==> src/rtl/cps_pkg.sv <==
package cps_pkg;

  typedef enum logic [2:0] {
    ST_FREE     = 3'd0,
    ST_READY    = 3'd1,
    ST_RUNNING  = 3'd2,
    ST_WAITING  = 3'd3,
    ST_MORIBUND = 3'd4
  } slot_state_t;

  localparam int WAIT_W = 7;
  localparam logic [WAIT_W-1:0] WAIT_NONE = '1;
  localparam logic [4:0] BOOT_PRIORITY = 5'd16;
  localparam logic [7:0] SUSPEND_MAX = 8'd255;
  localparam logic [7:0] CREATE_SUSPEND = 8'd1;

  localparam logic [3:0] ACT_CREATE  = 4'd0;
  localparam logic [3:0] ACT_RESUME  = 4'd1;
  localparam logic [3:0] ACT_SUSPEND = 4'd2;
  localparam logic [3:0] ACT_SLEEP   = 4'd3;
  localparam logic [3:0] ACT_WAKEUP  = 4'd4;
  localparam logic [3:0] ACT_YIELD   = 4'd5;
  localparam logic [3:0] ACT_EXIT    = 4'd6;
  localparam logic [3:0] ACT_CANCEL  = 4'd7;
  localparam logic [3:0] ACT_JOIN    = 4'd8;

  typedef struct packed {
    slot_state_t       state;
    logic [4:0]        prio;
    logic [7:0]        susp;
    logic [WAIT_W-1:0] wait_tgt;
  } entry_t;

  typedef enum logic [2:0] {
    TGT_NONE,
    TGT_CREATE,
    TGT_RESUME,
    TGT_SUSPEND,
    TGT_CANCEL
  } tgt_op_t;

  typedef enum logic [1:0] {
    CUR_NONE,
    CUR_READY,
    CUR_WAIT,
    CUR_EXIT
  } cur_op_t;

  typedef struct packed {
    tgt_op_t           tgt_op;
    cur_op_t           cur_op;
    logic [WAIT_W-1:0] cur_wait;
    logic              wake_en;
    logic [WAIT_W-1:0] wake_tgt;
    logic [4:0]        create_prio;
  } plan_t;

endpackage

==> src/rtl/cps_table.sv <==
module cps_table #(
  parameter int THREAD_SLOTS = 8,
  parameter int SW = (THREAD_SLOTS > 1) ? $clog2(THREAD_SLOTS) : 1
) (
  input  logic            clk,
  input  logic            rst,
  input  logic [SW-1:0]   raddr,
  output cps_pkg::entry_t rdata,
  input  logic            we,
  input  logic [SW-1:0]   waddr,
  input  cps_pkg::entry_t wdata
);

  cps_pkg::entry_t mem [THREAD_SLOTS];
  logic [THREAD_SLOTS-1:0] valid;
  cps_pkg::entry_t rdata_q;
  logic rvalid_q;
  logic [SW-1:0] ridx_q;
  cps_pkg::entry_t boot_entry;
  cps_pkg::entry_t free_entry;

  always_ff @(posedge clk) begin
    if (we) begin
      mem[waddr] <= wdata;
    end
    rdata_q <= mem[raddr];
    ridx_q <= raddr;
  end

  always_ff @(posedge clk) begin
    if (rst) begin
      valid <= '0;
      rvalid_q <= 1'b0;
    end else begin
      if (we) begin
        valid[waddr] <= 1'b1;
      end
      rvalid_q <= valid[raddr];
    end
  end

  always_comb begin
    boot_entry.state = cps_pkg::ST_RUNNING;
    boot_entry.prio = cps_pkg::BOOT_PRIORITY;
    boot_entry.susp = '0;
    boot_entry.wait_tgt = cps_pkg::WAIT_NONE;
    free_entry.state = cps_pkg::ST_FREE;
    free_entry.prio = '0;
    free_entry.susp = '0;
    free_entry.wait_tgt = cps_pkg::WAIT_NONE;
  end

  assign rdata = rvalid_q ? rdata_q : ((ridx_q == '0) ? boot_entry : free_entry);

endmodule

==> src/rtl/cps_slot_update.sv <==
module cps_slot_update (
  input  cps_pkg::entry_t entry_in,
  input  cps_pkg::plan_t  plan,
  input  logic            is_tgt,
  input  logic            is_cur,
  output cps_pkg::entry_t entry_out,
  output logic            eligible
);

  always_comb begin
    entry_out = entry_in;
    if (is_tgt) begin
      unique case (plan.tgt_op)
        cps_pkg::TGT_CREATE: begin
          entry_out.state = cps_pkg::ST_READY;
          entry_out.prio = plan.create_prio;
          entry_out.susp = cps_pkg::CREATE_SUSPEND;
          entry_out.wait_tgt = cps_pkg::WAIT_NONE;
        end
        cps_pkg::TGT_RESUME: begin
          entry_out.susp = entry_in.susp - 8'd1;
        end
        cps_pkg::TGT_SUSPEND: begin
          if (entry_in.susp != cps_pkg::SUSPEND_MAX) begin
            entry_out.susp = entry_in.susp + 8'd1;
          end
        end
        cps_pkg::TGT_CANCEL: begin
          entry_out.state = cps_pkg::ST_MORIBUND;
          entry_out.wait_tgt = cps_pkg::WAIT_NONE;
        end
        default: begin
        end
      endcase
    end
    if (is_cur) begin
      unique case (plan.cur_op)
        cps_pkg::CUR_READY: entry_out.state = cps_pkg::ST_READY;
        cps_pkg::CUR_WAIT: begin
          entry_out.state = cps_pkg::ST_WAITING;
          entry_out.wait_tgt = plan.cur_wait;
        end
        cps_pkg::CUR_EXIT: begin
          entry_out.state = cps_pkg::ST_MORIBUND;
          entry_out.wait_tgt = cps_pkg::WAIT_NONE;
        end
        default: begin
        end
      endcase
    end
    // wake anyone blocked on the target
    if (plan.wake_en && entry_out.state == cps_pkg::ST_WAITING &&
        entry_out.wait_tgt == plan.wake_tgt) begin
      entry_out.state = cps_pkg::ST_READY;
      entry_out.wait_tgt = cps_pkg::WAIT_NONE;
    end
    eligible = (entry_out.state == cps_pkg::ST_READY) && (entry_out.susp == '0);
  end

endmodule

==> src/rtl/cooperative_priority_scheduler.sv <==
// channel  dir  tdata fields (low bit up)
// s_*      in   action[3:0] thread_slot[6:4] priority_req[11:7] wait_queue[15:12]
// m_*      out  running_thread[2:0] none_running[3] old_suspend_count[11:4] switched[12]
//
// one event at a time; each event is a target read, then one read-modify-write
// sweep of the slot table memory, then up to two state fixups through the
// table's one read port and one write port
// rst is synchronous; slot table entries fall back to reset values via valid bits
// a pending result is held under m_tready low; the next event is still taken
module cooperative_priority_scheduler #(
  parameter int THREAD_SLOTS = 8,
  parameter int WAIT_QUEUES = 16
) (
  input  logic        clk,
  input  logic        rst,
  input  logic        s_tvalid,
  output logic        s_tready,
  input  logic [15:0] s_tdata,  // action, thread_slot, priority_req, wait_queue
  output logic        m_tvalid,
  input  logic        m_tready,
  output logic [15:0] m_tdata   // running_thread, none_running, old_suspend_count, switched
);

  localparam int SW = (THREAD_SLOTS > 1) ? $clog2(THREAD_SLOTS) : 1;
  localparam int CNTW = $clog2(THREAD_SLOTS + 1);
  localparam int WW = cps_pkg::WAIT_W;

  typedef enum logic [2:0] {
    S_IDLE, S_DEC, S_PASS, S_FIX0, S_FIX1, S_FIX2, S_FIX3, S_DONE
  } state_t;

  typedef enum logic [1:0] {
    SCH_NONE, SCH_RESCHED, SCH_YIELD, SCH_TAKE
  } sched_t;

  state_t st;
  logic [3:0] action;
  logic [2:0] slot_in;
  logic [4:0] prio_in;
  logic [3:0] queue_in;
  logic [SW-1:0] cur;
  logic [4:0] cur_prio;
  logic idle;
  logic was_idle;
  logic [SW-1:0] was_cur;
  logic [7:0] old_count;
  logic [7:0] old_count_next;
  cps_pkg::plan_t plan;
  cps_pkg::plan_t plan_next;
  sched_t sched;
  sched_t sched_next;
  logic [CNTW-1:0] cnt;
  logic [CNTW-1:0] wcnt;
  logic [SW-1:0] widx;
  logic bfound;
  logic [SW-1:0] bidx;
  logic [4:0] bprio;
  logic [1:0] fcnt;
  logic [SW-1:0] fa0;
  logic [SW-1:0] fa1;
  cps_pkg::slot_state_t fs0;

  logic s_ok;
  logic q_ok;
  logic [SW-1:0] tslot;
  logic is_self;

  logic [SW-1:0] raddr;
  cps_pkg::entry_t rdata;
  logic we;
  logic [SW-1:0] waddr;
  cps_pkg::entry_t wdata;
  cps_pkg::entry_t upd;
  logic upd_elig;
  logic is_tgt;
  logic is_cur;
  logic switched;
  logic emit;
  logic grab;
  logic swap;

  assign s_tready = (st == S_IDLE);
  assign s_ok = (32'(slot_in) < THREAD_SLOTS);
  assign q_ok = (32'(queue_in) < WAIT_QUEUES);
  assign tslot = SW'(slot_in);
  assign is_self = !idle && s_ok && (tslot == cur);
  assign wcnt = cnt - CNTW'(1);
  assign widx = wcnt[SW-1:0];
  assign is_tgt = (plan.tgt_op != cps_pkg::TGT_NONE) && (widx == tslot);
  assign is_cur = (widx == cur);
  assign switched = (was_idle != idle) || (!idle && cur != was_cur);
  assign emit = (st == S_DONE) && (!m_tvalid || m_tready);
  assign grab = bfound && (sched == SCH_TAKE ||
                           (idle && (sched == SCH_RESCHED || sched == SCH_YIELD)));
  assign swap = bfound && !idle && ((sched == SCH_RESCHED && bprio < cur_prio) ||
                                    (sched == SCH_YIELD && bprio <= cur_prio));

  cps_table #(.THREAD_SLOTS(THREAD_SLOTS), .SW(SW)) u_table (
    .clk(clk), .rst(rst), .raddr(raddr), .rdata(rdata),
    .we(we), .waddr(waddr), .wdata(wdata)
  );

  cps_slot_update u_update (
    .entry_in(rdata), .plan(plan), .is_tgt(is_tgt), .is_cur(is_cur),
    .entry_out(upd), .eligible(upd_elig)
  );

  always_comb begin
    priority if (st == S_IDLE) begin
      raddr = SW'(s_tdata[6:4]);
    end else if (st == S_PASS) begin
      raddr = cnt[SW-1:0];
    end else if (st == S_FIX1) begin
      raddr = fa0;
    end else begin
      raddr = fa1;
    end
  end

  always_comb begin
    we = 1'b0;
    waddr = widx;
    wdata = upd;
    priority if (st == S_PASS) begin
      we = (cnt != '0);
    end else if (st == S_FIX2) begin
      we = (fcnt != 2'd0);
      waddr = fa0;
      wdata = rdata;
      wdata.state = fs0;
    end else if (st == S_FIX3) begin
      we = (fcnt == 2'd2);
      waddr = fa1;
      wdata = rdata;
      wdata.state = cps_pkg::ST_RUNNING;
    end
  end

  // decode the event against the target slot entry
  always_comb begin
    plan_next.tgt_op = cps_pkg::TGT_NONE;
    plan_next.cur_op = cps_pkg::CUR_NONE;
    plan_next.cur_wait = cps_pkg::WAIT_NONE;
    plan_next.wake_en = 1'b0;
    plan_next.wake_tgt = cps_pkg::WAIT_NONE;
    plan_next.create_prio = prio_in;
    sched_next = SCH_NONE;
    old_count_next = '0;
    unique case (action)
      cps_pkg::ACT_CREATE: begin
        if (s_ok && (rdata.state == cps_pkg::ST_FREE ||
                     rdata.state == cps_pkg::ST_MORIBUND)) begin
          plan_next.tgt_op = cps_pkg::TGT_CREATE;
        end
      end
      cps_pkg::ACT_RESUME: begin
        if (s_ok) begin
          old_count_next = rdata.susp;
          if (rdata.susp != '0) begin
            plan_next.tgt_op = cps_pkg::TGT_RESUME;
            if (rdata.susp == 8'd1) begin
              sched_next = SCH_RESCHED;
            end
          end
        end
      end
      cps_pkg::ACT_SUSPEND: begin
        if (s_ok) begin
          old_count_next = rdata.susp;
          plan_next.tgt_op = cps_pkg::TGT_SUSPEND;
          if (is_self) begin
            plan_next.cur_op = cps_pkg::CUR_READY;
            sched_next = SCH_TAKE;
          end
        end
      end
      cps_pkg::ACT_SLEEP: begin
        if (q_ok) begin
          if (idle) begin
            sched_next = SCH_RESCHED;
          end else begin
            plan_next.cur_op = cps_pkg::CUR_WAIT;
            plan_next.cur_wait = WW'(queue_in);
            sched_next = SCH_TAKE;
          end
        end
      end
      cps_pkg::ACT_WAKEUP: begin
        if (q_ok) begin
          plan_next.wake_en = 1'b1;
          plan_next.wake_tgt = WW'(queue_in);
          sched_next = SCH_RESCHED;
        end
      end
      cps_pkg::ACT_YIELD: sched_next = SCH_YIELD;
      cps_pkg::ACT_EXIT: begin
        if (idle) begin
          sched_next = SCH_RESCHED;
        end else begin
          plan_next.cur_op = cps_pkg::CUR_EXIT;
          plan_next.wake_en = 1'b1;
          plan_next.wake_tgt = WW'(WAIT_QUEUES) + WW'(cur);
          sched_next = SCH_TAKE;
        end
      end
      cps_pkg::ACT_CANCEL: begin
        if (s_ok && rdata.state != cps_pkg::ST_FREE) begin
          plan_next.wake_en = 1'b1;
          if (is_self) begin
            plan_next.cur_op = cps_pkg::CUR_EXIT;
            plan_next.wake_tgt = WW'(WAIT_QUEUES) + WW'(cur);
            sched_next = SCH_TAKE;
          end else begin
            plan_next.tgt_op = cps_pkg::TGT_CANCEL;
            plan_next.wake_tgt = WW'(WAIT_QUEUES) + WW'(tslot);
            sched_next = SCH_RESCHED;
          end
        end
      end
      cps_pkg::ACT_JOIN: begin
        if (s_ok) begin
          if (idle) begin
            sched_next = SCH_RESCHED;
          end else if (tslot != cur && rdata.state != cps_pkg::ST_FREE &&
                       rdata.state != cps_pkg::ST_MORIBUND) begin
            plan_next.cur_op = cps_pkg::CUR_WAIT;
            plan_next.cur_wait = WW'(WAIT_QUEUES) + WW'(tslot);
            sched_next = SCH_TAKE;
          end
        end
      end
      default: begin
      end
    endcase
  end

  always_ff @(posedge clk) begin
    if (rst) begin
      st <= S_IDLE;
      m_tvalid <= 1'b0;
      cur <= '0;
      idle <= 1'b0;
      cur_prio <= cps_pkg::BOOT_PRIORITY;
    end else begin
      if (emit) begin
        m_tvalid <= 1'b1;
      end else if (m_tready) begin
        m_tvalid <= 1'b0;
      end
      unique case (st)
        S_IDLE: begin
          if (s_tvalid) begin
            action <= s_tdata[3:0];
            slot_in <= s_tdata[6:4];
            prio_in <= s_tdata[11:7];
            queue_in <= s_tdata[15:12];
            was_idle <= idle;
            was_cur <= cur;
            st <= S_DEC;
          end
        end
        S_DEC: begin
          plan <= plan_next;
          sched <= sched_next;
          old_count <= old_count_next;
          cnt <= '0;
          bfound <= 1'b0;
          st <= S_PASS;
        end
        S_PASS: begin
          if (cnt != '0 && upd_elig && (!bfound || upd.prio < bprio)) begin
            bfound <= 1'b1;
            bidx <= widx;
            bprio <= upd.prio;
          end
          if (cnt == CNTW'(THREAD_SLOTS)) begin
            st <= S_FIX0;
          end
          cnt <= cnt + CNTW'(1);
        end
        S_FIX0: begin
          fa1 <= bidx;
          if (swap) begin
            fcnt <= 2'd2;
            fa0 <= cur;
            fs0 <= cps_pkg::ST_READY;
            cur <= bidx;
            cur_prio <= bprio;
          end else if (grab) begin
            fcnt <= 2'd1;
            fa0 <= bidx;
            fs0 <= cps_pkg::ST_RUNNING;
            cur <= bidx;
            cur_prio <= bprio;
            idle <= 1'b0;
          end else begin
            fcnt <= 2'd0;
            if (sched == SCH_TAKE) begin
              idle <= 1'b1;
            end
          end
          st <= S_FIX1;
        end
        S_FIX1: st <= S_FIX2;
        S_FIX2: st <= S_FIX3;
        S_FIX3: st <= S_DONE;
        S_DONE: begin
          if (emit) begin
            m_tdata <= {3'b000, switched, old_count, idle,
                        idle ? 3'd0 : 3'(cur)};
            st <= S_IDLE;
          end
        end
        default: st <= S_IDLE;
      endcase
    end
  end

endmodule

==> config.mk <==
export PLATFORM = sky130hd
export DESIGN_NAME = cooperative_priority_scheduler
export DESIGN_NICKNAME = d
export VERILOG_FILES = /design/src/rtl/cps_pkg.sv /design/src/rtl/cps_table.sv /design/src/rtl/cps_slot_update.sv /design/src/rtl/cooperative_priority_scheduler.sv
export SDC_FILE = /design/constraint.sdc
export NUM_CORES = 1
export LEC_CHECK = 0
export BUFFER_PORTS_ARGS = -buffer_cell sky130_fd_sc_hd__buf_2
export CAP_MARGIN = 20
export CORE_MARGIN = 1
export CORE_UTILIZATION = 35
export CTS_CLUSTER_DIAMETER = 150
export CTS_CLUSTER_SIZE = 25
export DETAILED_ROUTE_END_ITERATION = 10
export SKIP_LAST_GASP = 1
export SYNTH_ARGS = -nofsm -noshare
export SYNTH_HDL_FRONTEND = slang
export SYNTH_SLANG_ARGS = --single-unit
==> constraint.sdc <==
create_clock -name clk -period 8.7 [get_ports clk]
set_clock_uncertainty 0.05 [all_clocks]
set_input_delay 2.61 -clock clk [delete_from_list [all_inputs] [get_ports clk]]
set_output_delay 2.61 -clock clk [all_outputs]
set_load 0.01 [all_outputs]
==> summary.md <==
| Metric | Value |
|---|---|
| Outcome | `finished clean` |
| Clock transition at path regs | `~0.11 ns` |
| Max frequency | `slightly above 200 MHz` |
| Design area | `between 15,000 and 20,000 µm²` |
| Fillers | `~4,000` |
| Routed Antenna Nets | `0` |
| LEAKAGE | `between 5 and 6 nW` |
| Clock Sinks | `~320` |
| Vias | `around 9,600` |
| Main synth FF type | `edfxtp_1` |
| Slew margin rel. | `29.9%` |
| CP Class | `reg -> out` |
| Share of post-route cells with drive strength above 1 | `under 10%` |
| TritonCTS Buffers | `16` |
| Initial DRC Count | `around 700` |
| Hold Violations, Final | `0` |
| Global-route usage over all layers | `between 10% and 20%` |
| Die span in x | `around 200 µm` |
| Crit start category | `flop` |
| Vias in the first global route | `9,253` |
| Syn_area_per_cell | `between 10 and 15 µm²` |
| Area after DPL | `between 15,000 and 20,000 µm²` |
| Longest Clk Path Bufs | `3` |
| CP Data Arrival Time | `approximately 2.2 ns` |
| # setup viols final | `0` |
| Largest net degree at the start of global routing | `54` |
| Max Slew Vio Count | `0` |
| 1st-pass router iterations | `5` |
| Crit Path Max Fanout | `9` |
| P&R area growth vs syn | `9.05%` |
| Sequential cell area fraction in the yosys report | `roughly 64%` |
| DRT Wirelength | `roughly 34,000 µm` |
| Worst Max-Slew Pin Slew | `1.04 ns` |
| Crit path required time | `about 6.0 ns` |
| PwrDens | `approximately 290 nW/µm²` |
| Minimum clock period | `slightly below 5 ns` |
| PortBufs | `34` |
| Ant diodes | `0` |
| Dpl hpwl | `between 20,000 and 25,000 µm` |
| Die Ht | `approximately 200 µm` |
| EDFF count, synth | `273` |
| Initial core utilization | `35.8%` |
| Wire length per cell | `~19 µm` |
| Yosys warns | `0` |
| DIE AREA | `about 42,000 µm²` |
| Final worst path period share | `between 50 and 60%` |
| Post-CTS sizing | `0` |
| Hold_buf cts | `0` |
| Cells after Synth | `1,279` |
| Post-synthesis register bit count | `between 300 and 400` |
| CTS tree | `built` |
| RePlAce Congestion | `between 0.8 and 0.9` |
| Synth unique cells | `78` |
| Root buffer cell | `clkbuf_16` |
| Worst setup EP type | `output pin` |
| Row Count | `73` |
| DRC viols | `0` |
| Postcts setup bufs | `0` |
| Initial antenna violation count | `0` |
| GR Overflow Total | `0` |
| Core area | `40,000 µm²` |
| RSZ-0062 raised after global routing | `no` |
| Synthesized area | `between 10,000 and 15,000 µm²` |
| Drt via density | `~5.3` |
| Nets | `~1,300` |
| Setup TNS | `0 ns` |
| Worst hold path class | `reg -> reg` |
| Async S/R FF share, synth | `0%` |
| Worst VDD drop | `around 150 µV` |
| IO Count | `38` |
| First-pass GRT wire length | `52,500 µm` |
| Clock latency on the worst-skew pair | `0.52 ns` |
| H-tree depth | `1` |
| Max_cap viols | `0` |
-- kinds of logic (layout without fill, tap and decap cells) --
group | count (synthesis) | count (layout) | synth area share (%)
flops | 321 | 321 | 64.0
other cells | 1 | 3 | 0.0262
buf+inv | 118 | 128 | 3.21
fa+ha+maj | 24 | 24 | 2.10
simple gates | 573 | 573 | 18.4
mux | 20 | 20 | 1.48
compound gates | 206 | 206 | 9.55
xor+xnor | 16 | 16 | 1.18
-- critical path, stage by stage, from the launching register on --
cell     delay (ns)
dfxtp_1        0.36
inv_1          0.09
ha_1           0.35
nor2b_1        0.63
buf_2          0.25
-- cell type report --
type,count,area (µm²),area share (%)
flip-flops and latches,321,9160,58.7
multi-input cells,842,4800,30.8
well taps,525,657,4.21
clock buffers,28,488,3.13
repair buffers,55,332,2.13
inverters,45,169,1.08
-- stage by stage --
step	total power, mW	hold slack (ns)	cells	setup WS [ns]	util (%)
6_report	4.50	0.376	1816	3.84	39.0
5_1_grt	4.78	0.384	1816	3.68	39.0
4_1_cts	4.53	0.379	1814	3.77	39.0
3_5_place_dp	3.68	0.355	1786	3.41	37.7
3_3_place_gp	3.66	0.353	1786	3.43	37.7
2_1_floorplan	3.19	0.350	1281	2.87	-
-- per-layer routing --
metal | global-route usage [%] | vias to the layer above | part of all wire (%)
li1 | - | 4599 | -
met1 | 22.5 | 4694 | 47
met2 | 26.4 | 257 | 46
met3 | 1.64 | 41 | 4.9
met4 | 4.74 | 0 | 2.4
met5 | 0 | - | 0
-- where the power goes --
part           switching [mW]  internal [mW]  leakage (nW)
Clock                   0.462          0.387         0.234
Combinational            1.08          0.459          2.34
Sequential              0.139           1.97          2.86
Total                    1.69           2.82          5.43
-- layout by cell type (no fill, tap or decap), types with 14 or more instances in the layout --
| master | Yosys | layout |
|---|---|---|
| clkbuf_16 | 0 | 18 |
| inv_1 | 43 | 43 |
| nand2b_1 | 27 | 27 |
| a21oi_1 | 45 | 45 |
| buf_4 | 3 | 20 |
| nand3_1 | 138 | 138 |
| nor2_1 | 68 | 64 |
| buf_2 | 4 | 34 |
| o21ai_1 | 19 | 18 |
| nand2_1 | 262 | 262 |
| ha_1 | 24 | 24 |
| o21ai_0 | 42 | 42 |
| nor2b_1 | 16 | 16 |
| dfxtp_1 | 48 | 48 |
| a211oi_1 | 14 | 14 |
| edfxtp_1 | 273 | 273 |
-- Yosys cell counts (all sizes together), types with 4 or more instances --
cell type  number  area share, %
xnor2           6           0.37
inv            45            1.2
or3             5           0.22
nor2           68            1.8
nor2b          16           0.70
o21ba           5           0.35
a31oi           9           0.39
a21oi          45            1.6
nand2b         27            1.2
a2111oi         4           0.38
nor3b           4           0.21
o22ai           7           0.31
nor3           13           0.45
xor2            8           0.49
a22oi           6           0.31
o21a            5           0.26
edfxtp        273             57
mux2            9           0.71
mux2i          11           0.77
nor4            9           0.63
o21ai          61            2.1
nand2         262            6.9
a211oi         14           0.73
a211o           5           0.31
clkbuf         63            1.7
nand3         139            4.9
dfxtp          48            6.7
buf            10           0.38
a221oi          5           0.31
nand4           7           0.31
and2            9           0.39
ha             24            2.1
-- final timing paths --
kind              cells after the start  slack (ns)                           to                 start
setup / recovery                      4        3.84                     s_tready    st[0]$_SDFFE_PP0P_
hold / removal                        0        0.38            plan[3]$_DFFE_PP_  prio_in[3]$_DFFE_PP_
setup reg to reg                      9        4.20  u_table.mem[0][4]$_DFFE_PP_  cnt[0]$_SDFFCE_PN0P_
hold reg to reg                       0        0.38            plan[3]$_DFFE_PP_  prio_in[3]$_DFFE_PP_
-- state kept, by name, indices dropped and copies added, names as in the netlist, 4 cells and up --
register and cells:
queue_in 4, plan 23, old_count 8, m_tdata 13, u_table.mem 184, action 4
prio_in 5, u_table.valid 8, bprio 5, cnt 4, u_table.rdata_q 23, cur_prio 5
No activity file was read; power rests on OpenSTA's default activity.
